$ cat src/sv/lebd_pkg.sv
// ----------------------------------------------------------------------------
// lebd_pkg - shared types and constants of the LEB128 stream decoder
// Request payloads, the command passed from the front end to the back end,
// status codes and fixed field widths.
// ----------------------------------------------------------------------------
package lebd_pkg;

    // Width of the byte counter and of the num_bytes field.
    localparam int LEN_W = 5;
    // Bit position inside a value of at most 64 bits.
    localparam int POS_W = 6;
    // Index of a 7-bit payload group inside a value of at most 64 bits.
    localparam int IDX_W = 4;
    // Reset value of the max_bytes register.
    localparam logic [LEN_W-1:0] MAX_BYTES_RESET = 5'd24;

    // Configuration register indexes.
    localparam logic REG_MAX_BYTES = 1'b0;

    typedef enum logic [1:0] {
        ST_OK        = 2'd0,
        ST_TRUNCATED = 2'd1,
        ST_TOO_LONG  = 2'd2,
        ST_OVERFLOW  = 2'd3
    } status_t;

    typedef struct packed {
        logic [7:0] data_byte;
        logic       signed_mode;
        logic       last_in_buffer;
    } byte_req_t;

    typedef struct packed {
        logic [63:0]      value;
        logic [LEN_W-1:0] num_bytes;
        status_t          status;
    } result_req_t;

    // One classified byte, as the back end needs it.
    typedef struct packed {
        logic             merge;   // OR the group into the accumulator
        logic             emit;    // this byte completes a result
        status_t          status;
        logic [LEN_W-1:0] length;
        logic             ext;     // sign-extend from pos upwards
        logic [POS_W-1:0] pos;
        logic [IDX_W-1:0] idx;
        logic [6:0]       group;
    } cmd_t;

endpackage

$ cat src/sv/lebd_front.sv
// ----------------------------------------------------------------------------
// lebd_front - byte classifier
// Accepts bytes, keeps the byte count, latched mode and max_bytes register,
// and turns each byte into a command for the back end.
// ----------------------------------------------------------------------------
module lebd_front
    import lebd_pkg::*;
#(
    parameter int VALUE_BITS = 64
) (
    input  logic             clk,
    input  logic             rst_n,
    input  logic             byte_valid,
    output logic             byte_ready,
    input  byte_req_t        byte_data,
    input  logic             cfg_write,
    input  logic [LEN_W-1:0] cfg_wdata,
    output logic [LEN_W-1:0] max_bytes,
    output logic             cmd_valid,
    output cmd_t             cmd,
    input  logic             queue_full
);

    localparam int DATA_GROUPS = (VALUE_BITS + 6) / 7;
    localparam int POS_MAX     = VALUE_BITS - 1;

    logic [LEN_W-1:0] bytes_seen_reg, bytes_seen_next;
    logic             mode_reg, mode_next;
    logic [LEN_W-1:0] max_bytes_reg, max_bytes_next;
    logic             accept;

    assign byte_ready = !queue_full;
    assign accept     = byte_valid && byte_ready;
    assign cmd_valid  = accept;
    assign max_bytes  = max_bytes_reg;

    always_comb
    begin
        logic [LEN_W-1:0] n;
        logic             mode;
        logic             in_data;
        logic             more;
        logic             at_limit;
        logic [7:0]       pos7;
        logic [7:0]       b;

        b        = byte_data.data_byte;
        n        = bytes_seen_reg + 5'd1;
        mode     = (bytes_seen_reg == '0) ? byte_data.signed_mode : mode_reg;
        in_data  = bytes_seen_reg < LEN_W'(DATA_GROUPS);
        more     = b[7];
        at_limit = n >= max_bytes_reg;
        pos7     = {n, 3'b000} - {3'b000, n};

        cmd        = '0;
        cmd.group  = b[6:0];
        cmd.idx    = bytes_seen_reg[IDX_W-1:0];
        cmd.length = n;
        cmd.status = ST_OK;

        if (in_data)
        begin
            cmd.merge = 1'b1;
            if (!more)
            begin
                cmd.emit = 1'b1;
                cmd.ext  = mode && b[6];
                cmd.pos  = (pos7 > 8'(POS_MAX)) ? POS_W'(POS_MAX) : pos7[POS_W-1:0];
            end
            else if (mode)
            begin
                // Signed: the buffer end takes precedence over the length limit.
                if (byte_data.last_in_buffer)
                begin
                    cmd.emit   = 1'b1;
                    cmd.status = ST_TRUNCATED;
                end
                else if (at_limit)
                begin
                    cmd.emit   = 1'b1;
                    cmd.status = ST_TOO_LONG;
                    cmd.length = max_bytes_reg;
                end
            end
            else
            begin
                if (at_limit)
                begin
                    cmd.emit   = 1'b1;
                    cmd.status = ST_TOO_LONG;
                    cmd.length = max_bytes_reg;
                end
                else if (byte_data.last_in_buffer)
                begin
                    cmd.emit   = 1'b1;
                    cmd.status = ST_TRUNCATED;
                end
            end
        end
        else
        begin
            // Beyond the value width only padding bytes are allowed.
            if (mode && (b == 8'h00 || b == 8'h40))
            begin
                cmd.emit = 1'b1;
                cmd.ext  = b[6];
                cmd.pos  = POS_W'(POS_MAX);
            end
            else if (!mode && b == 8'h00)
            begin
                cmd.emit = 1'b1;
            end
            else if (b != 8'h80)
            begin
                cmd.emit   = 1'b1;
                cmd.status = ST_OVERFLOW;
            end
            else if (at_limit)
            begin
                cmd.emit   = 1'b1;
                cmd.status = ST_TOO_LONG;
                cmd.length = max_bytes_reg;
            end
            else if (byte_data.last_in_buffer)
            begin
                cmd.emit   = 1'b1;
                cmd.status = ST_TRUNCATED;
            end
        end

        bytes_seen_next = bytes_seen_reg;
        mode_next       = mode_reg;
        if (accept)
        begin
            bytes_seen_next = cmd.emit ? '0 : n;
            mode_next       = mode;
        end

        max_bytes_next = cfg_write ? cfg_wdata : max_bytes_reg;
    end

    always_ff @(posedge clk or negedge rst_n)
    begin
        if (!rst_n)
        begin
            bytes_seen_reg <= '0;
            mode_reg       <= 1'b0;
            max_bytes_reg  <= MAX_BYTES_RESET;
        end
        else
        begin
            bytes_seen_reg <= bytes_seen_next;
            mode_reg       <= mode_next;
            max_bytes_reg  <= max_bytes_next;
        end
    end

endmodule

$ cat src/sv/lebd_queue.sv
// ----------------------------------------------------------------------------
// lebd_queue - two-entry command queue
// Decouples the classifier from the accumulator so each side can stall alone.
// ----------------------------------------------------------------------------
module lebd_queue
    import lebd_pkg::*;
(
    input  logic clk,
    input  logic rst_n,
    input  logic push,
    input  cmd_t push_cmd,
    output logic full,
    input  logic pop,
    output logic head_valid,
    output cmd_t head_cmd
);

    cmd_t       entry_reg [2];
    logic       wr_ptr_reg, wr_ptr_next;
    logic       rd_ptr_reg, rd_ptr_next;
    logic [1:0] count_reg, count_next;

    assign full       = count_reg == 2'd2;
    assign head_valid = count_reg != 2'd0;
    assign head_cmd   = entry_reg[rd_ptr_reg];

    always_comb
    begin
        wr_ptr_next = push ? !wr_ptr_reg : wr_ptr_reg;
        rd_ptr_next = pop ? !rd_ptr_reg : rd_ptr_reg;
        count_next  = count_reg + 2'(push) - 2'(pop);
    end

    always_ff @(posedge clk)
    begin
        if (push)
        begin
            entry_reg[wr_ptr_reg] <= push_cmd;
        end
    end

    always_ff @(posedge clk or negedge rst_n)
    begin
        if (!rst_n)
        begin
            wr_ptr_reg <= 1'b0;
            rd_ptr_reg <= 1'b0;
            count_reg  <= '0;
        end
        else
        begin
            wr_ptr_reg <= wr_ptr_next;
            rd_ptr_reg <= rd_ptr_next;
            count_reg  <= count_next;
        end
    end

endmodule

$ cat src/sv/lebd_back.sv
// ----------------------------------------------------------------------------
// lebd_back - accumulator and result register
// Merges payload groups into the accumulator, applies sign extension and
// holds each finished result until it is taken.
// ----------------------------------------------------------------------------
module lebd_back
    import lebd_pkg::*;
#(
    parameter int VALUE_BITS = 64
) (
    input  logic        clk,
    input  logic        rst_n,
    input  logic        cmd_valid,
    input  cmd_t        cmd,
    output logic        cmd_pop,
    output logic        result_valid,
    input  logic        result_ready,
    output result_req_t result_data
);

    logic [VALUE_BITS-1:0] acc_reg, acc_next;
    logic                  out_valid_reg, out_valid_next;
    result_req_t           out_data_reg, out_data_next;

    assign cmd_pop      = cmd_valid && (!cmd.emit || !out_valid_reg || result_ready);
    assign result_valid = out_valid_reg;
    assign result_data  = out_data_reg;

    always_comb
    begin
        logic [6:0]              sh;
        logic [VALUE_BITS+6:0]   placed;
        logic [VALUE_BITS-1:0]   merged;
        logic [VALUE_BITS-1:0]   ext_mask;
        logic [VALUE_BITS-1:0]   final_value;

        sh       = {cmd.idx, 3'b000} - {3'b000, cmd.idx};
        placed   = (VALUE_BITS + 7)'(cmd.group) << sh;
        merged   = cmd.merge ? (acc_reg | placed[VALUE_BITS-1:0]) : acc_reg;
        ext_mask = cmd.ext ? ({VALUE_BITS{1'b1}} << cmd.pos) : '0;

        final_value = (cmd.status == ST_OK) ? (merged | ext_mask) : '0;

        acc_next       = acc_reg;
        out_valid_next = out_valid_reg && !result_ready;
        out_data_next  = out_data_reg;

        if (cmd_pop)
        begin
            if (cmd.emit)
            begin
                acc_next                = '0;
                out_valid_next          = 1'b1;
                out_data_next.value     = 64'(final_value);
                out_data_next.num_bytes = cmd.length;
                out_data_next.status    = cmd.status;
            end
            else
            begin
                acc_next = merged;
            end
        end
    end

    always_ff @(posedge clk)
    begin
        out_data_reg <= out_data_next;
    end

    always_ff @(posedge clk or negedge rst_n)
    begin
        if (!rst_n)
        begin
            acc_reg       <= '0;
            out_valid_reg <= 1'b0;
        end
        else
        begin
            acc_reg       <= acc_next;
            out_valid_reg <= out_valid_next;
        end
    end

    // A completed number always reaches the result register.
    a_emit_shows: assert property (@(posedge clk) disable iff (!rst_n)
        cmd_pop && cmd.emit |=> out_valid_reg)
        else $error("emitted command did not produce a result");

    // The accumulator starts empty for the number after a result.
    a_acc_cleared: assert property (@(posedge clk) disable iff (!rst_n)
        cmd_pop && cmd.emit |=> acc_reg == '0)
        else $error("accumulator not cleared after a result");

    // Error results carry a zero value.
    a_err_zero: assert property (@(posedge clk) disable iff (!rst_n)
        out_valid_reg && out_data_reg.status != ST_OK |-> out_data_reg.value == '0)
        else $error("error result with non-zero value");

    // A pending result is never overwritten before it is taken.
    a_no_overwrite: assert property (@(posedge clk) disable iff (!rst_n)
        out_valid_reg && !result_ready |=> $stable(out_data_reg))
        else $error("pending result overwritten");

endmodule

$ cat src/sv/leb128_stream_decoder.sv
// ----------------------------------------------------------------------------
// leb128_stream_decoder - streaming LEB128 decoder, unsigned or signed
// Takes one encoded byte per request and returns one result per number:
// the decoded value, its length in bytes and a status code.
//
//   Channel   Direction  Handshake                       Payload
//   byte      in         byte_valid / byte_ready         byte_data (byte_req_t)
//   result    out        result_valid / result_ready     result_data (result_req_t)
//   config    in         APB: psel, penable, pwrite ...  pwdata[4:0] max_bytes
//
// One byte request is taken every clock cycle while the queue is not full; the
// classifier is combinational, and the command for the last byte of a number
// is registered in the queue and then in the result register before
// result_valid rises. Reset clears the byte count, queue, accumulator and
// result valid, and sets max_bytes to 24. A stalled result side fills the
// two-entry queue and then holds byte_ready low; bytes that only extend the
// number keep draining while a result waits.
// ----------------------------------------------------------------------------
module leb128_stream_decoder
    import lebd_pkg::*;
#(
    parameter int VALUE_BITS = 64
) (
    input  logic        clk,
    input  logic        rst_n,
    input  logic        byte_valid,
    output logic        byte_ready,
    input  byte_req_t   byte_data,
    output logic        result_valid,
    input  logic        result_ready,
    output result_req_t result_data,
    input  logic        psel,
    input  logic        penable,
    input  logic        pwrite,
    input  logic [2:0]  paddr,
    input  logic [31:0] pwdata,
    output logic [31:0] prdata,
    output logic        pready
);

    logic             cfg_write;
    logic [LEN_W-1:0] max_bytes;
    logic             push;
    cmd_t             push_cmd;
    logic             queue_full;
    logic             pop;
    logic             head_valid;
    cmd_t             head_cmd;

    // The APB port never inserts wait states. Only register index zero exists;
    // writes to the upper word are ignored and read back as zero.
    assign pready    = 1'b1;
    assign cfg_write = psel && penable && pwrite && pready && (paddr[2] == REG_MAX_BYTES);
    assign prdata    = (paddr[2] == REG_MAX_BYTES) ? 32'(max_bytes) : 32'd0;

    // The front end owns everything that decides where a number ends, so the
    // back end only has to merge groups and build results.
    lebd_front #(
        .VALUE_BITS (VALUE_BITS)
    ) u_front (
        .clk        (clk),
        .rst_n      (rst_n),
        .byte_valid (byte_valid),
        .byte_ready (byte_ready),
        .byte_data  (byte_data),
        .cfg_write  (cfg_write),
        .cfg_wdata  (pwdata[LEN_W-1:0]),
        .max_bytes  (max_bytes),
        .cmd_valid  (push),
        .cmd        (push_cmd),
        .queue_full (queue_full)
    );

    lebd_queue u_queue (
        .clk        (clk),
        .rst_n      (rst_n),
        .push       (push),
        .push_cmd   (push_cmd),
        .full       (queue_full),
        .pop        (pop),
        .head_valid (head_valid),
        .head_cmd   (head_cmd)
    );

    lebd_back #(
        .VALUE_BITS (VALUE_BITS)
    ) u_back (
        .clk          (clk),
        .rst_n        (rst_n),
        .cmd_valid    (head_valid),
        .cmd          (head_cmd),
        .cmd_pop      (pop),
        .result_valid (result_valid),
        .result_ready (result_ready),
        .result_data  (result_data)
    );

endmodule

$ cat config.mk
export PLATFORM = sky130hd
export DESIGN_NAME = leb128_stream_decoder
export DESIGN_NICKNAME = d
export VERILOG_FILES = /design/src/sv/lebd_pkg.sv /design/src/sv/lebd_front.sv /design/src/sv/lebd_queue.sv /design/src/sv/lebd_back.sv /design/src/sv/leb128_stream_decoder.sv
export SDC_FILE = /design/constraint.sdc
export NUM_CORES = 1
export LEC_CHECK = 0
export BUFFER_PORTS_ARGS = -buffer_cell sky130_fd_sc_hd__buf_2
export CAP_MARGIN = 25
export CORE_UTILIZATION = 59
export CTS_BUF_LIST = sky130_fd_sc_hd__clkbuf_4
export DETAILED_ROUTE_END_ITERATION = 12
export GPL_ROUTABILITY_DRIVEN = 0
export GPL_TIMING_DRIVEN = 0
export PLACE_DENSITY = 0.82
export SLEW_MARGIN = 20
export SYNTH_ARGS = -nofsm -noshare
export SYNTH_HDL_FRONTEND = slang
export SYNTH_SLANG_ARGS = --single-unit
$ cat constraint.sdc
create_clock -name clk -period 5.4 [get_ports clk]
set_clock_uncertainty 0.2 [all_clocks]
set_input_delay 0.54 -clock clk [delete_from_list [all_inputs] [get_ports clk]]
set_output_delay 0.54 -clock clk [all_outputs]
set_load 0.02 [all_outputs]
==> flow_metrics.py, run 1 <==
metrics = {
    "run_status": {
        "status": "complete, no violations",
    },
    "synth": {
        "synthArstFlopShare_pct": 39.0,
        "netlist_top_cells_area": "edfxtp_1 (35%), dfrtp_1 (18%), nand2_1 (3.4%)",
        "synth_top_cell_by_area": "edfxtp_1",
        "yosysTopAreaCellShare_pct": 35.2,
        "seq_area_frac_synth_pct": 54.0,
        "netlist_area_um2": 10700,
        "ys_seq_elements": 205,
        "yosys_most_used_dff": "edfxtp_1",
        "syn_avg_cell_area_um2": 10.7,
        "yosys_warnings": 0,
        "ys_types": 87,
        "synth-edff-count": 125,
        "syn_inst": 992,
    },
    "worst_hold_path": {
        "min_from": "byte_data[0]",
        "min_path_type": "primary input to flip-flop",
    },
    "placement": {
        "post-dp-hpwl_mm": 20.5,
        "port-buffer-count": 100,
        "pre_cts_ws_ps": 1210,
    },
    "floorplan": {
        "fp-row-count": 48,
        "core_um2": 17500,
        "dieArea_um2": 18600,
        "start_util_pct": 61.0,
        "die_width_um": 136,
        "die_y_um": 136,
        "top_level_ports": 158,
    },
    "power": {
        "p_int_w": 0.00463,
        "power_frac_comb_pct": 55.0,
        "clkPwrFrac_pct": 15.1,
        "pwr-share-seq_pct": 29.9,
        "power_switching_w": 0.00442,
        "ir_worst_vdd_v": 0.000400,
        "switching_share_pct": 48.8,
        "p_per_area_nw_per_um2": 728,
        "p_leak_nw": 5.08,
    },
    "critical_path": {
        "cp.arrival_ps": 4550,
        "critPathSlowestCell": "nor3_2",
        "worst-path-max-fanout": 10,
        "criticalPathCategory": "flip-flop to flip-flop",
        "cp-end-kind": "flip-flop",
        "crit_path_max_incr_delay_ps": 720,
        "critical_path.cell_chain": "buf_6 > buf_6 > mux2_2 > inv_1 > ha_1 > clkbuf_1 > or4_1 > a32o_1 > a22oi_4 > nor3_2 > nand2_1 > o22ai_1",
        "worstSetupStartpoint": "u_queue.rd_ptr_reg",
        "critPathLaunchType": "flip-flop",
        "endpoint": "u_back.result_data[14]",
        "ff2ff_setup_slack_ps": 1110,
        "worstPathRequired_ps": 5660,
        "path_depth": 12,
        "cpMostUsedCell": "buf_6",
        "r2r-end": "u_back.result_data[14]",
        "worstRegToRegCells": 12,
        "r2r-start": "u_queue.rd_ptr_reg",
        "crit_buf_inv": 4,
        "cp_top_family": "simple AND/OR/NAND/NOR gates",
    },
    "global_routing": {
        "grt_pass1_wl_mm": 45.8,
        "grt_usage_pct": 32.6,
        "grt_max_degree": 80,
        "grt_pass1_vias": 8678,
        "antenna_found_initial": 1,
        "grt_remaining_overflow": 0,
    },
    "final_layout": {
        "finish.net_count": 1250,
        "post-route-util_pct": 71.1,
        "layout-drive-gt1-share_pct": 25.3,
        "area_growth_pct": 16.6,
        "mostFrequentLayoutCell": "edfxtp_1",
        "largest_register_ffs": 71,
        "final_cell_mix": "edfxtp_1 (125), buf_2 (115), nand2_1 (96)",
    },
    "sta": {
        "final-setup-viol-count": 0,
        "rsz0062_at_grt": "no",
        "finalMaxSlewViolations": 0,
        "period_minus_slack_ps": 4290,
        "worstMarginPinSlew_ps": 1190,
        "slew_headroom_pct": 20.4,
        "min_period_over_period_pct": 79.5,
        "finalHoldViolCount": 0,
        "layout_setup_ws_ps": 1110,
        "fin_hold_ws_ps": 65.9,
        "fmax_mhz": 233,
    },
    "clock_network": {
        "clock_path_buffers": 3,
        "htree_levels": 2,
        "cts_resized": 0,
        "clk_pin_slew_ps": 80,
        "insertion_delay_ps": 710,
        "clock-sinks": 205,
        "cts_tree": "yes",
        "cts-root-buf": "clkbuf_4",
        "cts_made_buffers": 52,
    },
    "route": {
        "vias_per_cell": 6.41,
        "routed_wl_mm": 29.8,
        "drtIter0Drc": 1418,
        "antenna_left": 0,
        "vias": 9345,
        "post_drt_wl_per_cell_um": 20.4,
        "drc": 0,
        "drtPass1Iterations": 7,
    },
    "flow_run": {
        "drv_cap": 0,
    },
}
-- how the worst min path moves through the flow --
| stage | to | slack [ps] | depth (start not counted) |
|---|---|---|---|
| 4_1_cts | u_queue.entry_reg[1][23] | 40 | 2 |
| 2_1_floorplan | u_back.acc_reg[0] | 40 | 0 |
| 3_3_place_gp | u_back.acc_reg[55] | 260 | 2 |
| 6_report | u_queue.entry_reg[0][23] | 70 | 2 |
| 5_1_grt | u_queue.entry_reg[1][23] | 30 | 2 |
| 3_5_place_dp | u_back.acc_reg[24] | 270 | 2 |
-- power groups by stage --
stage / Combinational [W] / Sequential (W) / Clock [W]
2_1_floorplan: 0.00291 / 0.00306 / 0
3_3_place_gp: 0.00462 / 0.00272 / 0
3_5_place_dp: 0.00472 / 0.00272 / 0
4_1_cts: 0.00475 / 0.00270 / 0.00137
5_1_grt: 0.00523 / 0.00276 / 0.00145
6_report: 0.00498 / 0.00271 / 0.00137
-- synthesized netlist by cell type (4+ instances only) --
cell type,count
a31o_2,4
buf_6,4
or2_2,7
nor2_1,62
inv_1,26
nor4b_1,5
o31ai_1,4
a211oi_1,16
mux2_2,31
a21o_1,6
mux4_2,5
nand2b_1,9
a21oi_1,62
a31oi_1,13
edfxtp_1,125
buf_2,16
ha_1,11
o22ai_1,33
dfrtp_1,78
o21ai_1,47
a311oi_1,4
xor2_1,6
nor3_1,25
mux2i_1,16
nand3_1,27
nand2_1,96
a32o_1,4
buf_4,29
a32oi_1,9
o21ai_0,61
nor2b_1,6
xnor2_1,12
clkbuf_1,32
-- logic make-up (layout without fill, tap and decap cells) --
group,Yosys count,after routing,share of synthesized area (%)
multiplexers,56,56,6.52
AND/OR/NAND/NOR,279,279,12.9
AO/OA/AOI/OAI,307,307,18.2
adder cells (fa/ha/maj),13,13,1.48
other,2,29,0.0704
XOR/XNOR,18,18,1.48
buffers and inverters,112,325,5.43
flip-flops,205,205,54.0
-- stage by stage --
step	TNS (ps)	std cells	area, um^2	power [W]
finish	0	1457	12400	0.00905
global route	0	1457	12400	0.00945
CTS	0	1456	12400	0.00882
detailed placement	0	1344	11600	0.00745
global placement	-1.99	1343	11500	0.00734
floorplan	0	1018	10800	0.00597
-- layer usage --
layer / up-vias / GRT usage [%] / wire length, um
met5: - / 0 / 0
met1: 4293 / 40.7 / 10800
li1: 4095 / - / -
met4: 0 / 18.7 / 1540
met3: 163 / 10.8 / 4070
met2: 794 / 49.7 / 13400
-- final cells by class --
class                   count  area (um^2)
diodes                      1         2.50
clock inverters            21          120
flip-flops and latches    205         5760
clock buffers              77          578
multi-input cells         701         4440
well taps                 225          282
repair buffers            115          671
plain buffers              83          470
fillers                  1238         5040
inverters                  29          114
-- repair_timing --
item | in CTS | in global routing
endpoints found under the setup margin | 0 | 0
endpoints found under the hold margin | 85 | 0
hold buffers | 14 | 0
buffers inserted | 0 | 0
(Power assumes the default switching activity.)
==> run 2: changes to the inputs <==
- clock period: 5.4 -> 4.2 ns (I/O delays scaled with it)
==> flow_metrics.py, run 2 (synthesis gave the netlist of run 1 again) <==
metrics = {
    "critical_path": {
        "worstPathRequired_ps": 4460,
        "criticalPathCategory": "flip-flop to flip-flop",
        "worst-path-max-fanout": 10,
        "critPathLaunchType": "flip-flop",
        "cp-end-kind": "flip-flop",
        "cp.arrival_ps": 4270,
        "worstRegToRegCells": 13,
    },
    "sta": {
        "rsz0062_at_grt": "no",
        "slew_headroom_pct": 20.7,
        "fmax_mhz": 249,
        "finalHoldViolCount": 0,
        "worstMarginPinSlew_ps": 1190,
        "min_period_over_period_pct": 95.6,
        "finalMaxSlewViolations": 0,
        "period_minus_slack_ps": 4010,
        "final-setup-viol-count": 0,
    },
    "floorplan": {
        "fp-row-count": 48,
        "top_level_ports": 158,
        "core_um2": 17500,
        "die_y_um": 136,
        "dieArea_um2": 18600,
        "die_width_um": 136,
        "start_util_pct": 61.0,
    },
    "route": {
        "vias": 9379,
        "post_drt_wl_per_cell_um": 20.5,
        "vias_per_cell": 6.40,
        "drtIter0Drc": 1312,
        "drc": 0,
        "antenna_left": 0,
        "drtPass1Iterations": 7,
        "routed_wl_mm": 30.0,
    },
    "clock_network": {
        "htree_levels": 2,
        "cts_tree": "yes",
        "clock-sinks": 205,
        "cts_made_buffers": 52,
        "clock_path_buffers": 3,
        "clk_pin_slew_ps": 70,
        "insertion_delay_ps": 720,
        "cts-root-buf": "clkbuf_4",
    },
    "placement": {
        "post-dp-hpwl_mm": 20.5,
        "placed_cell_area_um2": 11600,
        "port-buffer-count": 100,
        "dp.cells": 1344,
    },
    "flow_run": {
        "drv_cap": 0,
    },
    "global_routing": {
        "grt_usage_pct": 32.5,
        "grt_max_degree": 80,
        "grt_pass1_wl_mm": 45.7,
        "grt_remaining_overflow": 0,
        "antenna_found_initial": 1,
        "grt_pass1_vias": 8660,
    },
    "final_layout": {
        "layout-drive-gt1-share_pct": 25.8,
        "mostFrequentLayoutCell": "edfxtp_1",
        "area_growth_pct": 17.5,
        "finish.net_count": 1259,
        "largest_register_ffs": 71,
        "final_cell_mix": "edfxtp_1 (125), buf_2 (115), nand2_1 (96)",
        "fill_cells": 1223,
        "post-route-util_pct": 71.7,
        "fin_cells": 1466,
        "final_cell_area_um2": 12500,
    },
    "power": {
        "power_w": 0.0117,
        "ir_worst_vdd_v": 0.000562,
        "p_leak_nw": 5.13,
        "p_per_area_nw_per_um2": 934,
    },
    "run_status": {
        "status": "complete, no violations",
    },
    "worst_hold_path": {
        "min_path_type": "primary input to asynchronous set/reset pin",
    },
}
[run 2: changes by cell type in the layout (fill, tap and decap cells not counted), moves of 3 or more]
cell	previous run	this run
dlygate4sd3_1	14	19
clkbuf_2	0	3
buf_4	30	34
clkbuf_1	32	29
[run 2: report_power, final]
part / total [W] / internal [W] / switching, W
Sequential: 0.00348 / 0.00315 / 0.000322
Clock: 0.00176 / 0.000913 / 0.000843
Combinational: 0.00647 / 0.00193 / 0.00454
[run 2: worst max-delay path, cell delays in order, from the launching register on]
cell	delay, ps
dfrtp_1	400
buf_6	160
buf_6	160
mux2_2	280
inv_1	120
ha_1	210
clkbuf_2	200
or4b_1	580
a21o_1	230
o2bb2ai_1	180
nor2_1	170
buf_2	300
nand3_2	290
o22ai_1	320
[run 2: stage by stage]
stage / setup slack, ps / setup TNS (ps) / hold WS (ps)
3_3_place_gp: -1200 / -91130 / 259
2_1_floorplan: 66.8 / 0 / -75.6
3_5_place_dp: 8.80 / 0 / 206
4_1_cts: 55.1 / 0 / 29.4
5_1_grt: 34.3 / 0 / 75.7
6_report: 186 / 0 / 53.6
[run 2: what timing repair did]
item / 4_1_cts / 5_1_grt
endpoints found under the setup margin: 0 / 27
resized for setup: 0 / 11
setup buffers: 0 / 4
hold buffers: 19 / 0
endpoints found under the hold margin: 105 / 0
[run 2: routing by layer]
metal | global-route usage (%) | vias to the layer above | part of all wire (%)
met3 | 10.9 | 178 | 13
met2 | 49.5 | 758 | 45
met1 | 40.7 | 4330 | 37
met4 | 18.3 | 0 | 5.5
li1 | - | 4113 | -
met5 | 0 | - | 0
[run 2: cell type report]
type | instances | area (um^2) | area share, %
Sequential cell | 205 | 5760 | 45.9
Antenna cell | 1 | 2.50 | 0.0200
Clock inverter | 21 | 120 | 0.958
Timing Repair Buffer | 124 | 751 | 5.99
Clock buffer | 77 | 578 | 4.61
Inverter | 29 | 114 | 0.908
Buffer | 83 | 474 | 3.78
Tap cell | 225 | 282 | 2.25
Multi-Input combinational cell | 701 | 4450 | 35.5
[run 2: final timing paths]
check / startpoint / to / slack [ps]
worst max register to register: u_queue.rd_ptr_reg / u_back.result_data[66] / 190
worst min register to register: u_back.acc_reg[63] / u_back.acc_reg[63] / 280
worst max-delay path: u_queue.rd_ptr_reg / u_back.result_data[66] / 190
min in group clk: pwrite / u_front.max_bytes[1] / 90
worst min-delay path: rst_n / u_queue.count_reg[1] / 50
max in group asynchronous: rst_n / u_back.acc_reg[37] / 2870
==> run 3: changes to the inputs <==
- SYNTH_HIERARCHICAL: unset -> 1
==> flow_metrics.py, run 3 <==
metrics = {
    "global_routing": {
        "grt_usage_pct": 31.3,
        "grt.busiest_layer": "met2",
        "grt_pass1_wl_mm": 45.1,
        "grt_max_degree": 57,
        "met2_usage_pct": 50.0,
        "antenna_found_initial": 1,
        "use_met3_pct": 8.28,
        "grt_pass1_vias": 8744,
        "grt_remaining_overflow": 0,
        "met1_usage_pct": 39.0,
    },
    "run_status": {
        "status": "complete, no violations",
    },
    "power": {
        "power_frac_comb_pct": 56.2,
        "power_switching_w": 0.00575,
        "ir_worst_vdd_v": 0.000493,
        "pwr-share-seq_pct": 28.6,
        "p_int_w": 0.00632,
        "clkPwrFrac_pct": 15.2,
        "switching_share_pct": 47.6,
        "power_w": 0.0121,
        "p_per_area_nw_per_um2": 943,
        "p_leak_nw": 5.29,
    },
    "final_layout": {
        "post-route-util_pct": 71.0,
        "fill_cells": 1310,
        "finish.net_count": 1249,
        "mostFrequentLayoutCell": "edfxtp_1",
        "final_cell_area_um2": 12800,
        "largest_register_ffs": 71,
        "layout-drive-gt1-share_pct": 29.1,
        "area_growth_pct": 17.7,
        "final_cell_mix": "edfxtp_1 (125), buf_2 (108), clkbuf_4 (87)",
    },
    "synth": {
        "ys_seq_elements": 205,
        "synth-edff-count": 125,
        "syn_inst": 983,
        "synth_top_cell_by_area": "edfxtp_1",
        "netlist_area_um2": 10900,
        "syn_avg_cell_area_um2": 11.1,
        "seq_area_frac_synth_pct": 52.9,
        "synth.top_cells.by_count": "edfxtp_1 (125), nor2_1 (84), dfrtp_1 (78), nand2_1 (78), a21oi_1 (74)",
        "yosys_warnings": 6,
        "synthArstFlopShare_pct": 39.0,
        "synth_most_common_cell": "edfxtp_1",
        "yosysTopAreaCellShare_pct": 34.5,
        "netlist_top_cells_area": "edfxtp_1 (35%), dfrtp_1 (18%), a21oi_1 (3.4%)",
        "ys_types": 91,
        "yosys_most_used_dff": "edfxtp_1",
    },
    "clock_network": {
        "cts_tree": "yes",
        "clock_path_buffers": 3,
        "cts-root-buf": "clkbuf_4",
        "clk_pin_slew_ps": 70,
        "insertion_delay_ps": 710,
        "clock-sinks": 205,
        "htree_levels": 2,
        "cts_made_buffers": 53,
    },
    "sta": {
        "layout_setup_ws_ps": 333,
        "period_minus_slack_ps": 3870,
        "min_period_over_period_pct": 92.1,
        "rsz0062_at_grt": "no",
        "finalMaxSlewViolations": 0,
        "final-setup-viol-count": 0,
        "finalHoldViolCount": 0,
        "slew_headroom_pct": 27.3,
        "worstMarginPinSlew_ps": 1090,
        "fmax_mhz": 259,
    },
    "critical_path": {
        "critical_path.cell_chain": "buf_6 > buf_12 > mux2_4 > buf_2 > inv_1 > ha_1 > buf_4 > or3b_2 > nor4_1 > nand4bb_1 > nor2b_1 > o32ai_1",
        "worst-path-max-fanout": 10,
        "criticalPathCategory": "flip-flop to flip-flop",
        "crit_path_max_incr_delay_ps": 540,
        "critPathSlowestCell": "or3b_2",
        "cp-end-kind": "flip-flop",
        "worstPathRequired_ps": 4440,
        "critPathLaunchType": "flip-flop",
        "worstRegToRegCells": 12,
        "ff2ff_setup_slack_ps": 330,
        "r2r-end": "u_back/result_data[59]",
        "r2r-start": "u_queue/rd_ptr_reg",
        "cp.arrival_ps": 4110,
    },
    "route": {
        "vias_per_cell": 6.21,
        "drc": 0,
        "vias": 9076,
        "antenna_left": 0,
        "post_drt_wl_per_cell_um": 19.6,
        "routed_wl_mm": 28.7,
        "drtPass1Iterations": 6,
        "drtIter0Drc": 1114,
    },
    "placement": {
        "post-dp-hpwl_mm": 19.8,
        "placed_cell_area_um2": 11900,
        "port-buffer-count": 100,
        "pre_cts_ws_ps": 181,
    },
    "worst_hold_path": {
        "min_path_type": "primary input to flip-flop",
        "min_to": "u_front/mode_reg",
        "min_from": "byte_data[1]",
        "min_path_cells": 3,
    },
    "flow_run": {
        "drv_cap": 0,
    },
    "floorplan": {
        "start_util_pct": 60.3,
        "top_level_ports": 158,
        "dieArea_um2": 19000,
        "die_y_um": 138,
        "die_width_um": 138,
        "fp-row-count": 49,
        "core_um2": 18000,
    },
}
[run 3: metal layers]
layer | vias to the layer above | wire length [um]
met4 | 0 | 1570
met5 | - | 0
li1 | 4034 | -
met2 | 706 | 13300
met1 | 4180 | 10500
met3 | 156 | 3380
[run 3: cell families after synthesis]
logic type	Yosys count	synth area share, %
AOI/OAI and AO/OA	295	18.3
xor gates and xnor gates	14	1.27
adders and majority gates	10	1.15
buffers and inverters	131	7.10
DFF	205	52.9
muxes	52	6.60
other	2	0.0690
and+or+nand+nor	274	12.6
[run 3: worst max path at each step]
stage	start	end	depth (start not counted)
2_1_floorplan	u_queue/rd_ptr_reg	u_back/result_data[0]	6
3_3_place_gp	u_queue/rd_ptr_reg	u_back/result_data[40]	6
3_5_place_dp	u_queue/rd_ptr_reg	u_back/result_data[59]	12
4_1_cts	u_queue/rd_ptr_reg	u_back/result_data[59]	12
5_1_grt	u_queue/rd_ptr_reg	u_back/result_data[59]	12
6_report	u_queue/rd_ptr_reg	u_back/result_data[59]	12
[run 3: timing repair]
action	in CTS	in global routing
gates resized for setup	0	1
setup endpoints to repair	0	1
endpoints found under the hold margin	107	0
hold buffers	18	0
setup buffers	0	0
[run 3: cell type report]
| class | count | area [um^2] | area share, % |
|---|---|---|---|
| sequential | 205 | 5760 | 45.0 |
| multi-input combinational | 673 | 4470 | 34.9 |
| buffer | 99 | 656 | 5.12 |
| inverter | 32 | 120 | 0.938 |
| clock buffer | 86 | 646 | 5.04 |
| timing repair buffer | 123 | 769 | 6.01 |
| clock inverter | 14 | 96.3 | 0.753 |
| tap | 229 | 287 | 2.24 |
| antenna | 1 | 2.50 | 0.0195 |
[run 3: power by group through the flow]
stage	Combinational [W]	Sequential (W)	Clock, W
4_1_cts	0.00655	0.00345	0.00186
2_1_floorplan	0.00414	0.00391	0
5_1_grt	0.00719	0.00353	0.00195
3_3_place_gp	0.00630	0.00348	0
3_5_place_dp	0.00649	0.00348	0
6_report	0.00679	0.00345	0.00184
[run 3: metrics by stage]
stage               hold WS [ps]  TNS, ps  cells
floorplan                  -75.6        0   1009
global placement             256   -93540   1338
detailed placement           164        0   1342
CTS                         43.3        0   1460
global route                 112        0   1462
finish                      87.5        0   1462
[run 3: critical path, delay by kind of cell, from the launching register on]
| family | cells | cell delay (ps) |
|---|---|---|
| AO/OA/AOI/OAI | 1 | 380 |
| adder cells (fa/ha/maj) | 1 | 250 |
| buffers and inverters | 5 | 850 |
| flip-flops | 1 | 340 |
| multiplexers | 1 | 340 |
| AND/OR/NAND/NOR | 4 | 1270 |
